File: config.mk
export PLATFORM = sky130hd
export DESIGN_NAME = dlle_ctrl
export DESIGN_NICKNAME = d
export VERILOG_FILES = /design/src/sv/dlle_pkg.sv /design/src/sv/dlle_ctrl.sv
export SDC_FILE = /design/constraint.sdc
export NUM_CORES = 1
export LEC_CHECK = 0
export ABC_AREA = 1
export BUFFER_PORTS_ARGS = -buffer_cell sky130_fd_sc_hd__clkbuf_2
export CORE_ASPECT_RATIO = 0.7
export CORE_MARGIN = 5
export CORE_UTILIZATION = 25
export DETAILED_ROUTE_END_ITERATION = 6
export PLACE_DENSITY = 0.5
export SYNTH_ARGS = -nofsm -noshare
export SYNTH_HDL_FRONTEND = slang
export SYNTH_SLANG_ARGS = --single-unit
File: constraint.sdc
create_clock -name clk -period 1.7 [get_ports clk]
set_clock_uncertainty 0.05 [all_clocks]
set_input_delay 0.34 -clock clk [delete_from_list [all_inputs] [get_ports clk]]
set_output_delay 0.34 -clock clk [all_outputs]
set_load 0.005 [all_outputs]
File: src/sv/dlle_pkg.sv
`timescale 1ns / 1ps
// ----------------------------------------------------------------------------
// dlle_pkg
// Shared constants, command codes and control/status types for the doubly
// linked list engine.
// ----------------------------------------------------------------------------
package dlle_pkg;

    localparam int POOL_NODES = 256;
    localparam int IDX_W      = $clog2(POOL_NODES);
    localparam int LNK_W      = IDX_W + 1;
    localparam int CMD_W      = 4;
    localparam int VAL_W      = 32;
    localparam int ST_W       = 2;
    localparam int OUT_W      = 9;

    localparam logic [LNK_W-1:0] NIL = LNK_W'(POOL_NODES);

    localparam logic [CMD_W-1:0] CMD_INS_FRONT  = 4'd0;
    localparam logic [CMD_W-1:0] CMD_INS_BACK   = 4'd1;
    localparam logic [CMD_W-1:0] CMD_INS_AFTER  = 4'd2;
    localparam logic [CMD_W-1:0] CMD_INS_BEFORE = 4'd3;
    localparam logic [CMD_W-1:0] CMD_DEL_FRONT  = 4'd4;
    localparam logic [CMD_W-1:0] CMD_DEL_BACK   = 4'd5;
    localparam logic [CMD_W-1:0] CMD_DEL_KEY    = 4'd6;
    localparam logic [CMD_W-1:0] CMD_SEARCH     = 4'd7;
    localparam logic [CMD_W-1:0] CMD_REVERSE    = 4'd8;

    localparam logic [ST_W-1:0] ST_OK       = 2'd0;
    localparam logic [ST_W-1:0] ST_EMPTY    = 2'd1;
    localparam logic [ST_W-1:0] ST_NOTFOUND = 2'd2;
    localparam logic [ST_W-1:0] ST_FULL     = 2'd3;

    typedef enum logic [4:0] {
        OP_NONE,
        OP_FULL,
        OP_EMPTY,
        OP_POP_RD,
        OP_POP_LAT,
        OP_RD_HEAD,
        OP_RD_TAIL,
        OP_RD_CUR,
        OP_WALK_INIT,
        OP_WALK_CHK,
        OP_FRONT1,
        OP_FRONT2,
        OP_BACK1,
        OP_BACK2,
        OP_AFTER1,
        OP_AFTER2,
        OP_BEFORE1,
        OP_BEFORE2,
        OP_TAKE_FRONT,
        OP_TAKE_BACK,
        OP_UNLINK,
        OP_FPOS_ONE,
        OP_FPOS_CNT,
        OP_REV_W,
        OP_SWAP,
        OP_OUT
    } dp_op_t;

    typedef struct packed {
        logic   load;
        dp_op_t op;
    } ctl_t;

    typedef struct packed {
        logic [CMD_W-1:0] cmd;
        logic             empty;
        logic             full;
        logic             match;
        logic             walk_end;
        logic             rev_more;
        logic             out_free;
    } sts_t;

    function automatic logic is_node(input logic [LNK_W-1:0] l);
        return l < LNK_W'(POOL_NODES);
    endfunction

endpackage

File: src/sv/dlle_ctrl.sv
`timescale 1ns / 1ps
// ----------------------------------------------------------------------------
// dlle_ctrl
// Command sequencer: decodes a transaction and steps the datapath through
// reads, key compares, list walks and link updates.
// ----------------------------------------------------------------------------
module dlle_ctrl (
    input  logic           clk,
    input  logic           rst_n,
    input  logic           in_valid,
    output logic           in_ready,
    input  dlle_pkg::sts_t sts,
    output dlle_pkg::ctl_t ctl
);
    import dlle_pkg::*;

    typedef enum logic [14:0] {
        S_IDLE     = 15'b000000000000001,
        S_DECODE   = 15'b000000000000010,
        S_POP_LAT  = 15'b000000000000100,
        S_HEAD_RD  = 15'b000000000001000,
        S_TAIL_RD  = 15'b000000000010000,
        S_HEAD_CHK = 15'b000000000100000,
        S_TAIL_CHK = 15'b000000001000000,
        S_WALK_RD  = 15'b000000010000000,
        S_WALK_CHK = 15'b000000100000000,
        S_LINK1    = 15'b000001000000000,
        S_LINK2    = 15'b000010000000000,
        S_UNLINK   = 15'b000100000000000,
        S_REV_RD   = 15'b001000000000000,
        S_REV_W    = 15'b010000000000000,
        S_DONE     = 15'b100000000000000
    } state_t;

    typedef enum logic [1:0] {
        K_FRONT,
        K_BACK,
        K_AFTER,
        K_BEFORE
    } kind_t;

    state_t state_reg, state_next;
    kind_t  kind_reg, kind_next;

    assign in_ready = (state_reg == S_IDLE);

    always_comb
    begin
        state_next = state_reg;
        kind_next  = kind_reg;
        ctl.load   = in_valid && (state_reg == S_IDLE);
        ctl.op     = OP_NONE;
        unique case (state_reg)
            S_IDLE:
            begin
                if (in_valid)
                begin
                    state_next = S_DECODE;
                end
            end
            S_DECODE:
            begin
                if (sts.cmd <= CMD_INS_BEFORE)
                begin
                    if (sts.full)
                    begin
                        ctl.op     = OP_FULL;
                        state_next = S_DONE;
                    end
                    else
                    begin
                        ctl.op     = OP_POP_RD;
                        state_next = S_POP_LAT;
                    end
                end
                else if (sts.cmd <= CMD_SEARCH && sts.empty)
                begin
                    ctl.op     = OP_EMPTY;
                    state_next = S_DONE;
                end
                else if (sts.cmd == CMD_DEL_BACK)
                begin
                    ctl.op     = OP_RD_TAIL;
                    state_next = S_TAIL_CHK;
                end
                else if (sts.cmd <= CMD_SEARCH)
                begin
                    ctl.op     = OP_RD_HEAD;
                    state_next = S_HEAD_CHK;
                end
                else if (sts.cmd == CMD_REVERSE)
                begin
                    ctl.op     = OP_WALK_INIT;
                    state_next = S_REV_RD;
                end
                else
                begin
                    state_next = S_DONE;
                end
            end
            S_POP_LAT:
            begin
                ctl.op = OP_POP_LAT;
                if (sts.empty || sts.cmd == CMD_INS_FRONT)
                begin
                    kind_next  = K_FRONT;
                    state_next = S_LINK1;
                end
                else if (sts.cmd == CMD_INS_BACK)
                begin
                    kind_next  = K_BACK;
                    state_next = S_LINK1;
                end
                else if (sts.cmd == CMD_INS_AFTER)
                begin
                    state_next = S_TAIL_RD;
                end
                else
                begin
                    state_next = S_HEAD_RD;
                end
            end
            S_HEAD_RD:
            begin
                ctl.op     = OP_RD_HEAD;
                state_next = S_HEAD_CHK;
            end
            S_TAIL_RD:
            begin
                ctl.op     = OP_RD_TAIL;
                state_next = S_TAIL_CHK;
            end
            S_HEAD_CHK:
            begin
                if (sts.cmd == CMD_DEL_FRONT || (sts.cmd == CMD_DEL_KEY && sts.match))
                begin
                    ctl.op     = OP_TAKE_FRONT;
                    state_next = S_DONE;
                end
                else if (sts.cmd == CMD_SEARCH && sts.match)
                begin
                    ctl.op     = OP_FPOS_ONE;
                    state_next = S_DONE;
                end
                else if (sts.cmd == CMD_INS_BEFORE && sts.match)
                begin
                    kind_next  = K_FRONT;
                    state_next = S_LINK1;
                end
                else if (sts.cmd == CMD_INS_BEFORE)
                begin
                    ctl.op     = OP_WALK_INIT;
                    state_next = S_WALK_RD;
                end
                else
                begin
                    ctl.op     = OP_RD_TAIL;
                    state_next = S_TAIL_CHK;
                end
            end
            S_TAIL_CHK:
            begin
                if (sts.cmd == CMD_DEL_BACK || (sts.cmd == CMD_DEL_KEY && sts.match))
                begin
                    ctl.op     = OP_TAKE_BACK;
                    state_next = S_DONE;
                end
                else if (sts.cmd == CMD_SEARCH && sts.match)
                begin
                    ctl.op     = OP_FPOS_CNT;
                    state_next = S_DONE;
                end
                else if (sts.cmd == CMD_INS_AFTER && sts.match)
                begin
                    kind_next  = K_BACK;
                    state_next = S_LINK1;
                end
                else
                begin
                    ctl.op     = OP_WALK_INIT;
                    state_next = S_WALK_RD;
                end
            end
            S_WALK_RD:
            begin
                ctl.op     = OP_RD_CUR;
                state_next = S_WALK_CHK;
            end
            S_WALK_CHK:
            begin
                ctl.op = OP_WALK_CHK;
                if (sts.match)
                begin
                    if (sts.cmd == CMD_INS_AFTER)
                    begin
                        kind_next  = K_AFTER;
                        state_next = S_LINK1;
                    end
                    else if (sts.cmd == CMD_INS_BEFORE)
                    begin
                        kind_next  = K_BEFORE;
                        state_next = S_LINK1;
                    end
                    else if (sts.cmd == CMD_DEL_KEY)
                    begin
                        state_next = S_UNLINK;
                    end
                    else
                    begin
                        state_next = S_DONE;
                    end
                end
                else if (sts.walk_end)
                begin
                    state_next = S_DONE;
                end
                else
                begin
                    state_next = S_WALK_RD;
                end
            end
            S_LINK1:
            begin
                unique case (kind_reg)
                    K_FRONT:  ctl.op = OP_FRONT1;
                    K_BACK:   ctl.op = OP_BACK1;
                    K_AFTER:  ctl.op = OP_AFTER1;
                    K_BEFORE: ctl.op = OP_BEFORE1;
                    default:  ctl.op = OP_NONE;
                endcase
                state_next = S_LINK2;
            end
            S_LINK2:
            begin
                unique case (kind_reg)
                    K_FRONT:  ctl.op = OP_FRONT2;
                    K_BACK:   ctl.op = OP_BACK2;
                    K_AFTER:  ctl.op = OP_AFTER2;
                    K_BEFORE: ctl.op = OP_BEFORE2;
                    default:  ctl.op = OP_NONE;
                endcase
                state_next = S_DONE;
            end
            S_UNLINK:
            begin
                ctl.op     = OP_UNLINK;
                state_next = S_DONE;
            end
            S_REV_RD:
            begin
                if (sts.rev_more)
                begin
                    ctl.op     = OP_RD_CUR;
                    state_next = S_REV_W;
                end
                else
                begin
                    ctl.op     = OP_SWAP;
                    state_next = S_DONE;
                end
            end
            S_REV_W:
            begin
                ctl.op     = OP_REV_W;
                state_next = S_REV_RD;
            end
            S_DONE:
            begin
                if (sts.out_free)
                begin
                    ctl.op     = OP_OUT;
                    state_next = S_IDLE;
                end
            end
            default:
            begin
                state_next = S_IDLE;
            end
        endcase
    end

    always_ff @(posedge clk or negedge rst_n)
    begin
        if (!rst_n)
        begin
            state_reg <= S_IDLE;
            kind_reg  <= K_FRONT;
        end
        else
        begin
            state_reg <= state_next;
            kind_reg  <= kind_next;
        end
    end

endmodule

* After elaboration in Yosys (flattened, before gate mapping)
Cells that the tools add are included.
** Word-level totals
- Register bits :: 17
- Bits in latches :: 0
- Bits in writable memories :: 0
- Memory bits (read-only) :: 0
- Input bits :: 13
- Output and inout port bits :: 7
- Logic and storage cells :: 111
- Memories :: 0
** Cells by class
- Add/sub/neg operators :: 0
- Multiply operators :: 0
- Divide/modulo/power cells :: 0
- Magnitude comparators :: 2
- Equal/unequal tests :: 37
- Shift-type cells :: 0
- Mux-type cells :: 55
- Bitwise logic cells :: 0
- Reduce and logical (&&, ||, !) cells :: 15
** Operators with widths (number)
- $mux W15 :: 18
- $pmux W15 S14 :: 1
- $pmux W5 S14 :: 1
- $mux W10 :: 4
- $mux W5 :: 8
- $pmux W5 S4 :: 2
- $mux W4 :: 7
- $mux W2 :: 12
- $ne A2 B2 Y1 const B :: 9
- $eq A4 B3 Y1 const B :: 4
- $eq A15 B1 Y1 const B :: 1
- $eq A15 B10 Y1 const B :: 1
- $eq A15 B11 Y1 const B :: 1
- $eq A15 B12 Y1 const B :: 1
- $eq A15 B13 Y1 const B :: 1
- $eq A15 B14 Y1 const B :: 1
- $eq A15 B15 Y1 const B :: 1
- $eq A15 B2 Y1 const B :: 1
- $eq A15 B3 Y1 const B :: 1
- $eq A15 B4 Y1 const B :: 1
- $eq A15 B5 Y1 const B :: 1
- $eq A15 B6 Y1 const B :: 1
- $eq A15 B7 Y1 const B :: 1
- $eq A15 B8 Y1 const B :: 1
- other kinds (19) :: 29

* Depth between registers and ports, before layout
- Depth in word-level cells :: 7
- Gate-level depth with buffers :: 11
- Mapped depth without buffers :: 11

* Worst setup path before layout
No wires, ideal clock.
- Kind :: register -> output
- From :: reg state_reg[12]
- To :: out ctl[1] (netlist name)
- Data arrival time :: 1.298 ns
- Data required time :: 1.310 ns
- Setup slack :: 0.012 ns
- Stages on the path, launching flop included :: 11
- Path buffers :: 1
- Cell sequence :: dfrtp_1 nor2_2 nand2_2 nor2_4 buf_12 nand2_4 inv_4 nand3_4 o211ai_2 nor2_1 nand2_1
** RTL lines
- from (decl) :: RTL line dlle_ctrl.sv:42 : state_t state_reg, state_next;
- from (signal assigned) :: RTL line dlle_ctrl.sv:291 : state_reg <= state_next;
- to (decl) :: RTL line dlle_ctrl.sv:13 : output dlle_pkg::ctl_t ctl

==> flow_summary.ini <==
[run_status]
status = finished with violations
violations = setup timing

[power_and_ir_drop]
p_seq_frac = 0.234
swShare = 0.409
p_per_area_nw_per_um2 = 827
power_leakage_nw = 1.49
p_switching_uw = 920
irDropWorstVdd_v = 0.000416
comb_power_share = 0.629
total_power_mw = 2.25
clockPowerShare = 0.137
cell_internal_pwr_mw = 1.33

[sta]
worst-slew-pin-transition_ns = 0.690
slew_viol_final = 0
fin_setup_tns_ns = -3.13
fin_crit_sh = 1.27
setup_slack_ns = -0.452
rsz0062_at_grt = yes
finalCriticalPeriod_ns = 2.15
holdWs_ns = 0.320
max_slew_margin = 0.535
max_freq_ghz = 0.465
setup_viol = 12
finalHoldViolCount = 0

[global_routing]
track_usage = 0.129
grt_pass1_vias = 1837
grt_max_degree = 18
grt_overflow = 0
antenna_found_initial = 0
grt_pass1_wl_um = 8540

[logic_synthesis]
synth_top_area_cell = dfrtp_1
ys_seq_area_frac = 0.267
synth_top_area_share = 0.250
syn_nets = 250
synth_warnings = 0
yosys_register_bits = 17
synthTopCellsByArea = dfrtp_1, nor2_1, nand2_1
syn-cell-area_um2 = 1600
avgSynthCellArea_um2 = 6.87
synth_cells = 233
synth_cell_types = 33

[final_layout]
final_util = 0.437
antennaDiodeCount = 0
fin_cells = 418
final_area_um2 = 2720
syn_to_final_growth_pct = 69.7
largest_register_ffs = 15
fill_cells = 628
drive_gt1_frac = 0.535
layout.nets = 358

[drt]
vias_per_cell = 4.47
wl_per_cell_um = 12.5
firstDrtPassIters = 4
drcViolationCount = 0
drt_iter0_drc = 114
vias = 1867
postRouteAntennaNets = 0
wirelength_um = 5220

[placement]
io_buffer_count = 19
gp_congestion = 0.933
place_area_um2 = 2310
dp_cells = 400
hpwl_um = 4190
dp_worst_setup_slack_ns = -0.261

[worst_setup_path]
max_stage_delay_ns = 0.41
crit_chain = nor2_4 > buf_4 > nand3_1 > nor2_2 > nand2_4 > inv_4 > nand2_2 > nand2_2 > nor2_2 > nand3_1 > buf_2
start_kind = flip-flop
crit_required_ns = 1.31
critical_path.max_fanout = 3
path_class = reg2out
endpoint_kind = primary output
path_depth = 11
cp_top_family = simple AND/OR/NAND/NOR gates
ff2ff_path_depth = 14
path_buf_inv = 3
cpMaxStageDelayCell = dfrtp_1
cp_data_arrival_time_ns = 1.76

[floorplan]
num_io_pins = 20
die_h_um = 76.9
coreArea_um2 = 6220
placementRows = 24
die_w_um = 106
start_util = 0.257
die_area_um2 = 8130

[cts]
clockRootBuffer = clkbuf_8
cts_max_path_buffers = 2
cts.reportedPaths.clkPinSlew_ns = 0.07
cts_num_sinks = 17
htree_levels = 1
cts_made_buffers = 3
cts_tree = yes
clock_latency_ns = 0.25

[worst_hold_path]
hold_path_class = in2reg
worstHoldPathCells = 3

[run]
max-cap-violations = 0
## power groups by stage
stage                     clock, mW  sequential, mW  combinational [mW]
after floorplan                   0           0.527               0.570
after global placement            0           0.531               0.976
after detailed placement          0           0.534               0.981
after CTS                     0.319           0.526                1.21
after global routing          0.339           0.538                1.56
final                         0.309           0.525                1.41
## cell families after synthesis
logic type | Yosys count | synth area share
fa+ha+maj | 4 | 0.0313
buf+inv | 31 | 0.0844
simple gates | 163 | 0.537
flops | 17 | 0.267
compound gates | 18 | 0.0805
## path summary, 6_finish.rpt
| check | startpoint | to | slack [ns] |
|---|---|---|---|
| min | sts[5] | state_reg[4] | 0.32 |
| max | state_reg[6] | ctl[0] | -0.45 |
| max in group asynchronous | rst_n | state_reg[0] | 0.76 |
| max reg2reg | state_reg[11] | state_reg[0] | -0.18 |
| min reg2reg | kind_reg[1] | kind_reg[1] | 0.55 |
| min in group asynchronous | rst_n | kind_reg[0] | 0.51 |
## synth_stat cells
cell / instances
dfrtp_1: 16
o21ai_0: 7
nor2_8: 1
a21oi_1: 2
clkbuf_1: 1
buf_12: 1
o21ai_1: 3
nand3_1: 24
nor2_2: 8
dfstp_2: 1
nand3_4: 1
nor3b_2: 1
a22oi_1: 1
nor3b_1: 1
ha_1: 4
nand2_1: 46
or2_2: 1
nor2_1: 47
a211oi_1: 1
nand4_2: 2
o21ai_4: 1
nand4_1: 4
nand2_4: 6
o211ai_2: 2
inv_2: 1
nand2_2: 9
nor3_1: 4
or2_4: 1
nor2_4: 6
inv_4: 1
a22oi_2: 1
inv_1: 27
or2_1: 1
## worst reg2reg max path, cell delays in order, from the launching register on
cell and delay, ns:
dfrtp_1 0.39, nor2_2 0.14, nand2_2 0.11, nor2_4 0.14, buf_8 0.14, buf_6 0.13
buf_6 0.11, nand2_4 0.05, buf_4 0.17, nand2_1 0.06, nor2_1 0.04, nand2_1 0.08
nor2_2 0.06, nor2_2 0.11, nor2_2 0.04
## placed cells by master, fill, tap and decap left out, drive strengths merged, types with 2 or more instances in the layout
| cell type | count |
|---|---|
| o21ai | 11 |
| o211ai | 2 |
| a21oi | 2 |
| nand2 | 61 |
| inv | 29 |
| nand3 | 25 |
| nand4 | 6 |
| a22oi | 2 |
| nor2 | 62 |
| ha | 4 |
| nor3 | 4 |
| nor3b | 2 |
| buf | 90 |
| clkbuf | 17 |
| dfrtp | 16 |
| or2 | 3 |
## repair_timing
item                       in CTS  in global routing
gates resized for setup        34                 37
gates cloned                    0                  0
hold buffers                    1                  0
buffers inserted                8                  8
pin swaps                       9                 24
hold endpoints to repair       16                  0
setup endpoints to repair      11                 15
## layer usage
metal	global-route usage	vias up	wire length, um
li1	-	959	-
met1	0.194	856	2490
met2	0.189	44	2350
met3	0.0243	8	295
met4	0.0323	0	76
met5	0	-	0
## area by class of cell
class	instances	area [um^2]	share of cell area
clock buffer	3	41.3	0.0152
clock inverter	1	5.00	0.00184
inverter	29	114	0.0419
multi-input combinational	185	1240	0.455
sequential	17	427	0.157
tap	78	97.6	0.0359
timing repair buffer	105	795	0.293
Note: power is estimated with default switching activity, not from simulation.
